## config.mk

```make
export PLATFORM = sky130hd
export DESIGN_NAME = random_interval_attract_timer_unit_flat
export DESIGN_NICKNAME = d
export VERILOG_FILES = /design/src/hw/rtl/riat_pkg.sv /design/src/hw/rtl/riat_if.sv /design/src/hw/rtl/riat_rng_pick.sv /design/src/hw/rtl/random_interval_attract_timer_unit.sv /design/src/flat_wrapper.sv
export SDC_FILE = /design/constraint.sdc
export NUM_CORES = 2
export LEC_CHECK = 0
export ABC_AREA = 1
export ABC_CLOCK_PERIOD_IN_PS = 13200
export BUFFER_PORTS_ARGS = -buffer_cell sky130_fd_sc_hd__clkbuf_2
export CAP_MARGIN = 40
export CORE_MARGIN = 8
export CORE_UTILIZATION = 52
export DETAILED_ROUTE_END_ITERATION = 8
export PLACE_DENSITY = 0.79
export SLEW_MARGIN = 40
export SYNTH_ARGS = -nofsm -noshare
export SYNTH_HDL_FRONTEND = slang
export SYNTH_SLANG_ARGS = --single-unit
```

## constraint.sdc

```tcl
create_clock -name i_clk -period 13.2 [get_ports i_clk]
set_input_delay 1.32 -clock i_clk [delete_from_list [all_inputs] [get_ports i_clk]]
set_output_delay 1.32 -clock i_clk [all_outputs]
set_load 0.05 [all_outputs]
```

## src/hw/rtl/riat_pkg.sv

```systemverilog
// ----------------------------------------------------------------------------
// riat_pkg: shared definitions of the random interval attract timer
// Request codes, register indexes, generator constants and the pitch table.
// ----------------------------------------------------------------------------
package riat_pkg;

    localparam logic [31:0] RNG_FALLBACK = 32'h6d2b_79f5;
    localparam logic [31:0] SEED_MIX     = 32'h4b49_4f53;

    localparam int RNG_SHL_A = 13;
    localparam int RNG_SHR_B = 17;
    localparam int RNG_SHL_C = 5;

    localparam logic [15:0] PITCH_COUNT = 16'd5;

    localparam logic [14:0] MIN_INTERVAL_RESET = 15'd600;
    localparam logic [14:0] MAX_INTERVAL_RESET = 15'd3600;

    typedef enum logic [2:0] {
        REQ_TICK   = 3'd0,
        REQ_INPUT  = 3'd1,
        REQ_SAMPLE = 3'd2,
        REQ_PITCH  = 3'd3,
        REQ_START  = 3'd4
    } t_req_type;

    typedef enum logic [1:0] {
        CFG_SEED    = 2'd0,
        CFG_MIN_INT = 2'd1,
        CFG_MAX_INT = 2'd2
    } t_cfg_index;

    // Pitch offset in semitones for a pick in [0, 5).
    function automatic logic signed [4:0] pitch_lookup(input logic [2:0] pick);
        logic signed [4:0] result;
        case (pick)
            3'd0:    result = -5'sd12;
            3'd1:    result = -5'sd7;
            3'd2:    result = 5'sd0;
            3'd3:    result = 5'sd7;
            3'd4:    result = 5'sd12;
            default: result = 5'sd0;
        endcase
        return result;
    endfunction

endpackage

```

## src/hw/rtl/riat_if.sv

```systemverilog
// ----------------------------------------------------------------------------
// riat_if: channel interfaces of the random interval attract timer
// Request, result and configuration channels with valid/ready handshakes.
// ----------------------------------------------------------------------------
interface riat_req_if;
    logic        valid;
    logic        ready;
    logic [2:0]  req_type;
    logic [15:0] input_bits;
    logic [15:0] sample_total;
    logic [15:0] current_index;

    modport source (output valid, req_type, input_bits, sample_total, current_index,
                    input ready);
    modport sink   (input valid, req_type, input_bits, sample_total, current_index,
                    output ready);
endinterface

interface riat_rsp_if;
    logic              valid;
    logic              ready;
    logic              fired;
    logic              cancelled;
    logic              is_active;
    logic [15:0]       sample_index;
    logic signed [4:0] pitch_semitones;

    modport source (output valid, fired, cancelled, is_active, sample_index,
                    pitch_semitones, input ready);
    modport sink   (input valid, fired, cancelled, is_active, sample_index,
                    pitch_semitones, output ready);
endinterface

interface riat_cfg_if;
    logic        valid;
    logic        ready;
    logic [1:0]  index;
    logic [31:0] data;

    modport source (output valid, index, data, input ready);
    modport sink   (input valid, index, data, output ready);
endinterface

```

## src/hw/rtl/riat_rng_pick.sv

```systemverilog
// ----------------------------------------------------------------------------
// riat_rng_pick: one xorshift32 step and a multiply-high range pick
// Advances the word by (13, 17, 5), replaces zero, and scales it onto [0, n).
// ----------------------------------------------------------------------------
module riat_rng_pick
    import riat_pkg::*;
(
    input  logic [31:0] i_word,
    input  logic [15:0] i_range,
    output logic [31:0] o_word,
    output logic [15:0] o_pick
);

    logic [31:0] w_s1;
    logic [31:0] w_s2;
    logic [31:0] w_s3;
    logic [47:0] w_prod;

    always_comb begin
        w_s1   = i_word ^ (i_word << RNG_SHL_A);
        w_s2   = w_s1 ^ (w_s1 >> RNG_SHR_B);
        w_s3   = w_s2 ^ (w_s2 << RNG_SHL_C);
        o_word = (w_s3 == 32'd0) ? RNG_FALLBACK : w_s3;
        // High word of the 32x16 product is the pick in [0, n).
        w_prod = {16'd0, o_word} * {32'd0, i_range};
        o_pick = w_prod[47:32];
    end

endmodule

```

## src/hw/rtl/random_interval_attract_timer_unit.sv

```systemverilog
// ----------------------------------------------------------------------------
// random_interval_attract_timer_unit: attract-mode timer with random intervals
// Frame-tick countdown, user cancel and random sample/pitch choices.
// ----------------------------------------------------------------------------
// The unit takes one request per clock cycle while the result channel takes
// its results, and returns exactly one result for each, through the request
// register and then the result register. The rate is set by the state update
// loop (generator word, active flag and countdown), which is one xorshift
// step, one 32x16 multiply-high and an add. The result register and the
// request register let a new request in while a finished result still
// waits on the result channel. Configuration writes are always ready and
// take effect on the next cycle; write them only while no request is in
// flight. Writes to indexes beyond the register list are ignored.
// ----------------------------------------------------------------------------
module random_interval_attract_timer_unit
    import riat_pkg::*;
(
    input  logic        i_clk,
    input  logic        i_rst_n,
    riat_req_if.sink    i_req,
    riat_rsp_if.source  o_rsp,
    riat_cfg_if.sink    i_cfg
);

    // Configuration registers.
    logic [31:0] r_seed;
    logic [14:0] r_min_int;
    logic [14:0] r_max_int;

    // Block state.
    logic [31:0] r_rng;
    logic        r_active;
    logic [15:0] r_frames;
    logic [31:0] n_rng;
    logic        n_active;
    logic [15:0] n_frames;

    // Request register.
    logic        r_req_valid;
    t_req_type   r_req_type;
    logic [15:0] r_input_bits;
    logic [15:0] r_sample_total;
    logic [15:0] r_current_index;

    // Result register.
    logic              r_rsp_valid;
    logic              r_fired;
    logic              r_cancelled;
    logic              r_is_active;
    logic [15:0]       r_sample_index;
    logic signed [4:0] r_pitch;
    logic              n_fired;
    logic              n_cancelled;
    logic [15:0]       n_sample_index;
    logic signed [4:0] n_pitch;

    logic w_advance;
    logic w_req_xfer;

    logic [31:0] w_seed_word;
    logic [31:0] w_src_word;
    logic [15:0] w_range;
    logic [31:0] w_next_word;
    logic [15:0] w_pick;
    logic [14:0] w_hi;
    logic [15:0] w_span;
    logic [15:0] w_interval;
    logic [15:0] w_cur;

    // The request stage moves on whenever the result register is free or is
    // being emptied in this cycle.
    assign w_advance   = !r_rsp_valid || o_rsp.ready;
    assign i_req.ready = !r_req_valid || w_advance;
    assign w_req_xfer  = i_req.valid && i_req.ready;
    assign i_cfg.ready = 1'b1;

    assign o_rsp.valid           = r_rsp_valid;
    assign o_rsp.fired           = r_fired;
    assign o_rsp.cancelled       = r_cancelled;
    assign o_rsp.is_active       = r_is_active;
    assign o_rsp.sample_index    = r_sample_index;
    assign o_rsp.pitch_semitones = r_pitch;

    // A start reseeds the generator before its interval draw.
    assign w_seed_word = ((r_seed ^ SEED_MIX) == 32'd0) ? RNG_FALLBACK : (r_seed ^ SEED_MIX);
    assign w_src_word  = (r_req_type == REQ_START) ? w_seed_word : r_rng;

    // Interval span: a maximum below the minimum counts as the minimum.
    assign w_hi   = (r_max_int < r_min_int) ? r_min_int : r_max_int;
    assign w_span = {1'b0, w_hi} - {1'b0, r_min_int} + 16'd1;

    // The shared multiplier scales onto the range that this request needs.
    always_comb begin
        case (r_req_type)
            REQ_SAMPLE: w_range = r_sample_total - 16'd1;
            REQ_PITCH:  w_range = PITCH_COUNT;
            default:    w_range = w_span;
        endcase
    end

    riat_rng_pick u_rng_pick (
        .i_word  (w_src_word),
        .i_range (w_range),
        .o_word  (w_next_word),
        .o_pick  (w_pick)
    );

    assign w_interval = {1'b0, r_min_int} + w_pick;
    assign w_cur      = (r_current_index >= r_sample_total) ? 16'd0 : r_current_index;

    // Single-pass request evaluation.
    always_comb begin
        n_rng          = r_rng;
        n_active       = r_active;
        n_frames       = r_frames;
        n_fired        = 1'b0;
        n_cancelled    = 1'b0;
        n_sample_index = 16'd0;
        n_pitch        = 5'sd0;
        case (r_req_type)
            REQ_TICK: begin
                if (r_active) begin
                    if (r_frames > 16'd1) begin
                        n_frames = r_frames - 16'd1;
                    end else begin
                        n_rng    = w_next_word;
                        n_frames = w_interval;
                        n_fired  = 1'b1;
                    end
                end
            end
            REQ_INPUT: begin
                if (r_active && (r_input_bits != 16'd0)) begin
                    n_active    = 1'b0;
                    n_frames    = 16'd0;
                    n_cancelled = 1'b1;
                end
            end
            REQ_SAMPLE: begin
                // With at most one sample the generator stays put.
                if (r_sample_total > 16'd1) begin
                    n_rng          = w_next_word;
                    n_sample_index = (w_pick >= w_cur) ? (w_pick + 16'd1) : w_pick;
                end
            end
            REQ_PITCH: begin
                n_rng   = w_next_word;
                n_pitch = pitch_lookup(w_pick[2:0]);
            end
            REQ_START: begin
                n_rng    = w_next_word;
                n_active = 1'b1;
                n_frames = w_interval;
            end
            default: begin
            end
        endcase
    end

    // Configuration registers.
    always_ff @(posedge i_clk) begin
        if (!i_rst_n) begin
            r_seed    <= 32'd0;
            r_min_int <= MIN_INTERVAL_RESET;
            r_max_int <= MAX_INTERVAL_RESET;
        end else if (i_cfg.valid) begin
            case (i_cfg.index)
                CFG_SEED:    r_seed    <= i_cfg.data;
                CFG_MIN_INT: r_min_int <= i_cfg.data[14:0];
                CFG_MAX_INT: r_max_int <= i_cfg.data[14:0];
                default: begin
                end
            endcase
        end
    end

    // Request register.
    always_ff @(posedge i_clk) begin
        if (!i_rst_n) begin
            r_req_valid <= 1'b0;
        end else if (i_req.ready) begin
            r_req_valid <= i_req.valid;
        end
    end

    always_ff @(posedge i_clk) begin
        if (w_req_xfer) begin
            r_req_type      <= t_req_type'(i_req.req_type);
            r_input_bits    <= i_req.input_bits;
            r_sample_total  <= i_req.sample_total;
            r_current_index <= i_req.current_index;
        end
    end

    // State and result register: both update when a request leaves the
    // request register.
    always_ff @(posedge i_clk) begin
        if (!i_rst_n) begin
            r_rng       <= RNG_FALLBACK;
            r_active    <= 1'b0;
            r_frames    <= 16'd0;
            r_rsp_valid <= 1'b0;
        end else begin
            if (w_advance) begin
                r_rsp_valid <= r_req_valid;
            end
            if (w_advance && r_req_valid) begin
                r_rng    <= n_rng;
                r_active <= n_active;
                r_frames <= n_frames;
            end
        end
    end

    always_ff @(posedge i_clk) begin
        if (w_advance && r_req_valid) begin
            r_fired        <= n_fired;
            r_cancelled    <= n_cancelled;
            r_is_active    <= n_active;
            r_sample_index <= n_sample_index;
            r_pitch        <= n_pitch;
        end
    end

endmodule
```

## src/flat_wrapper.sv

```systemverilog
// flat-port wrapper written by rule: the top's interface ports become plain ports
module random_interval_attract_timer_unit_flat import riat_pkg::*;
  (i_clk, i_rst_n, i_req_valid, i_req_req_type, i_req_input_bits, i_req_sample_total, i_req_current_index, i_req_ready, o_rsp_valid, o_rsp_fired, o_rsp_cancelled, o_rsp_is_active, o_rsp_sample_index, o_rsp_pitch_semitones, o_rsp_ready, i_cfg_valid, i_cfg_index, i_cfg_data, i_cfg_ready);
  riat_req_if i_req_i ();
  riat_rsp_if o_rsp_i ();
  riat_cfg_if i_cfg_i ();
  input  logic i_clk;
  input  logic i_rst_n;
  input wire logic [$bits(i_req_i.valid)-1:0] i_req_valid;
  input wire logic [$bits(i_req_i.req_type)-1:0] i_req_req_type;
  input wire logic [$bits(i_req_i.input_bits)-1:0] i_req_input_bits;
  input wire logic [$bits(i_req_i.sample_total)-1:0] i_req_sample_total;
  input wire logic [$bits(i_req_i.current_index)-1:0] i_req_current_index;
  output wire logic [$bits(i_req_i.ready)-1:0] i_req_ready;
  output wire logic [$bits(o_rsp_i.valid)-1:0] o_rsp_valid;
  output wire logic [$bits(o_rsp_i.fired)-1:0] o_rsp_fired;
  output wire logic [$bits(o_rsp_i.cancelled)-1:0] o_rsp_cancelled;
  output wire logic [$bits(o_rsp_i.is_active)-1:0] o_rsp_is_active;
  output wire logic [$bits(o_rsp_i.sample_index)-1:0] o_rsp_sample_index;
  output wire logic [$bits(o_rsp_i.pitch_semitones)-1:0] o_rsp_pitch_semitones;
  input wire logic [$bits(o_rsp_i.ready)-1:0] o_rsp_ready;
  input wire logic [$bits(i_cfg_i.valid)-1:0] i_cfg_valid;
  input wire logic [$bits(i_cfg_i.index)-1:0] i_cfg_index;
  input wire logic [$bits(i_cfg_i.data)-1:0] i_cfg_data;
  output wire logic [$bits(i_cfg_i.ready)-1:0] i_cfg_ready;
  assign i_req_i.valid = i_req_valid;
  assign i_req_i.req_type = i_req_req_type;
  assign i_req_i.input_bits = i_req_input_bits;
  assign i_req_i.sample_total = i_req_sample_total;
  assign i_req_i.current_index = i_req_current_index;
  assign i_req_ready = i_req_i.ready;
  assign o_rsp_valid = o_rsp_i.valid;
  assign o_rsp_fired = o_rsp_i.fired;
  assign o_rsp_cancelled = o_rsp_i.cancelled;
  assign o_rsp_is_active = o_rsp_i.is_active;
  assign o_rsp_sample_index = o_rsp_i.sample_index;
  assign o_rsp_pitch_semitones = o_rsp_i.pitch_semitones;
  assign o_rsp_i.ready = o_rsp_ready;
  assign i_cfg_i.valid = i_cfg_valid;
  assign i_cfg_i.index = i_cfg_index;
  assign i_cfg_i.data = i_cfg_data;
  assign i_cfg_ready = i_cfg_i.ready;
  random_interval_attract_timer_unit u_core (.i_clk(i_clk), .i_rst_n(i_rst_n), .i_req(i_req_i), .o_rsp(o_rsp_i), .i_cfg(i_cfg_i));
endmodule
```

==> summary.md <==
| Metric | Value |
|---|---|
| Worst Hold Launch | u_core.r_seed[3] |
| Ports | 117 |
| Vias in the first global route | 25700 |
| Area share of fa/ha/maj cells after synthesis | 38.5% |
| # DRC | 0 |
| Max Slew Vio Count | 0 |
| Syn Area/Cell | 7.47 um2 |
| Clk slew on worst S/H paths | 80 ps |
| Hold Path Class | reg -> reg |
| Most frequent cells in the layout | nand2_1, inv_1, fa_1 |
| Crit path buffers/inverters | 13 |
| Reg2reg setup slack | 530 ps |
| RR Startpoint | u_core.r_min_int[3] |
| FF-to-FF End | u_core.r_frames[14] |
| Nets | 4711 |
| Setup CP Type | reg -> reg |
| Synth Area in XOR/XNOR | 1.75% |
| Critical path's top delay family | adder cells |
| Max incr delay on CP | 630 ps |
| Worst Hold Path EP | u_core.r_seed[3] |
| Relative max-transition margin | 44.6% |
| Warnings from Yosys | 0 |
| Syn_nets | 4591 |
| Mapped Cells | 3864 |
| CTS max path bufs | 2 |
| Largest family of logic cells by synthesized area | adder cells |
| Iteration-0 DRC Markers | 2663 |
| Top cell by count, worst path | nor2_1 |
| Clk_lat worst skew | 460 ps |
| Layout cell share with drive strength beyond 1 | 11.0% |
| Global route overflow | 0 |
| H-tree Lvls | 4 |
| Final Hold Viols | 0 |
| Area share of and/or/nand/nor cells after synthesis | 21.9% |
| Status | finished, final reports clean |
| CP startpoint kind | register |
| Initial antenna violation count | 0 |
| Total clock sinks | 188 |
| Initial Util | 52.5% |
| PortBufs | 115 |
| Vias per std cell | 5.48 |
| Vert. Die Dim | 252 um |
| CP endpoint kind | register |
| Filler cells | 4974 |
| Final cycle utilization of the critical path | 96.0% |
| RePlAce Congestion | 1.06 |
| Post-place instance area | 30400 um2 |
| Hold Buf Count CTS | 0 |
| Post-synth ARST share | 0% |
| Post-synthesis mux area share | 0% |
| Dpl ws | -23.6 ps |
| Number of synthesized register bits | 188 |
| Hold path cells | 2 |
| Max-cap violations | 0 |
| Area grow syn2layout | 10.2% |
| First-pass GRT wire length | 137 mm |
| Num CTS Buffers | 17 |
| Mapped Area | 28900 um2 |
| Row cnt | 86 |
| Final wirelength | 87.6 mm |
| Max Clk Rate | 78.9 MHz |
| WL/cell | 18.5 um |
| Critical-path top delay cell | fa_1 |
| Routed Antenna Nets | 0 |
| Root buffer cell | clkbuf_16 |
| Vias post-DR | 26000 |
| Worst-path maximum fanout | 7 |
| Multi-input gate area | 21200 um2 |
| GRT Resource Usage Total | 27.3% |
| Die area | 63300 um2 |
| Synth Flop Type | dfxtp_1 |
| CTS tree | built |
| Pre-antenna DRT Iters | 6 |
| Post-route cell area | 31800 um2 |
| Worst r2r path cells | 75 |
| Register area | 4520 um2 |
| Post-DP HPWL | 70.0 mm |
| Synth cell types | 63 |
| WP data arrival | 13060 ps |
| Core area | 55000 um2 |
| Slew @ Worst Pin | 810 ps |
| Largest net degree at the start of global routing | 77 |
| Worst EP required | 13580 ps |
| Clock skew | 17.5 ps |
| Sequential element share of the synthesized area | 15.6% |
| # diodes | 0 |
| Commonest non-fill, non-tap cell in the layout | nand2_1 |
| Clock period minus worst slack | 12670 ps |
| Setup-failing EPs final | 0 |
| Post-synth EDFFs | 75 |
| PnR worst setup slack | 525 ps |
| Post-synthesis compound-gate area fraction | 9.75% |
| Chip Width | 252 um |
[worst register-to-register path, delay by kind of cell (launching register included)]
kind | cells | cell delay [ps]
and+or+nand+nor | 28 | 2730
xor gates and xnor gates | 2 | 400
AOI/OAI and AO/OA | 19 | 2920
buffers and inverters | 13 | 1080
DFF | 1 | 390
adders and majority gates | 13 | 5090
[Yosys cell counts (17+ instances only)]
cell,count,area (um2)
a21oi_1,217,1090
a31oi_1,17,106
clkbuf_1,104,390
dfxtp_1,113,2260
edfxtp_1,75,2250
fa_1,419,8390
ha_1,218,2730
inv_1,805,3020
nand2_1,887,3330
nand2_2,34,213
nand3_1,91,455
nand4_1,22,138
nor2_1,421,1580
nor3_1,30,150
o21ai_0,181,906
xnor2_1,18,158
xor2_1,24,210
[how the worst max path moves through the flow]
stage,from,end,slack [ps],cells after the start
2_1_floorplan,u_core.r_min_int[1],u_core.r_frames[14],1220,80
3_5_place_dp,u_core.r_min_int[1],u_core.r_frames[14],-20,76
6_report,u_core.r_min_int[3],u_core.r_frames[14],530,75
3_3_place_gp,u_core.r_min_int[1],u_core.r_frames[14],140,77
5_1_grt,u_core.r_min_int[2],u_core.r_frames[15],-190,77
4_1_cts,u_core.r_min_int[1],u_core.r_frames[14],30,76
[cell families (layout without fill, tap and decap cells)]
| group | after synthesis | after routing |
|---|---|---|
| DFF | 188 | 188 |
| xor gates and xnor gates | 49 | 49 |
| buffers and inverters | 940 | 1071 |
| adders and majority gates | 637 | 637 |
| other | 1 | 1 |
| AOI/OAI and AO/OA | 505 | 505 |
| and+or+nand+nor | 1544 | 1546 |
[per-stage QoR]
| step | TNS, ps | util (%) | std cells | hold slack [ps] |
|---|---|---|---|---|
| 6_report | 0 | 57.9 | 4745 | 469 |
| 5_1_grt | -1480 | 57.9 | 4745 | 502 |
| 4_1_cts | 0 | 56.5 | 4709 | 468 |
| 3_5_place_dp | -23.6 | 55.4 | 4677 | 457 |
| 3_3_place_gp | 0 | 55.4 | 4677 | 444 |
| 2_1_floorplan | 0 | - | 3864 | 434 |
[what timing repair did]
item	CTS	global route
hold endpoints to repair	0	0
cloned	0	5
endpoints found under the setup margin	2	24
setup buffers	0	31
pin swaps	0	40
resized for setup	1	117
[per-layer routing]
layer	vias to the layer above	part of all wire, %	global-route usage (%)
met2	1355	45	42.7
met5	-	0	0
li1	12100	-	-
met4	0	4.7	11.6
met1	12400	41	36.3
met3	219	10	6.07
[final cells by class]
cell class	instances	area share (%)
Multi-Input combinational cell	2738	66.6
Timing Repair Buffer	216	4.50
Clock inverter	9	0.307
Inverter	823	9.76
Sequential cell	188	14.2
Clock buffer	23	1.67
Tap cell	748	2.94
[sequential cells by signal (all words and copies together) (netlist names), 3 cells and up]
name / cells
u_core.r_seed: 32
u_core.r_current_index: 16
u_core.o_rsp.pitch_semitones: 5
u_core.r_max_int: 15
u_core.r_frames: 16
u_core.r_input_bits: 16
u_core.r_sample_total: 16
u_core.r_req_type: 3
u_core.o_rsp.sample_index: 16
u_core.r_rng: 32
u_core.r_min_int: 15
Power is left out: the tool's default activity adds up to more than one toggle a clock period on the data nets, which glitch-free logic cannot reach.
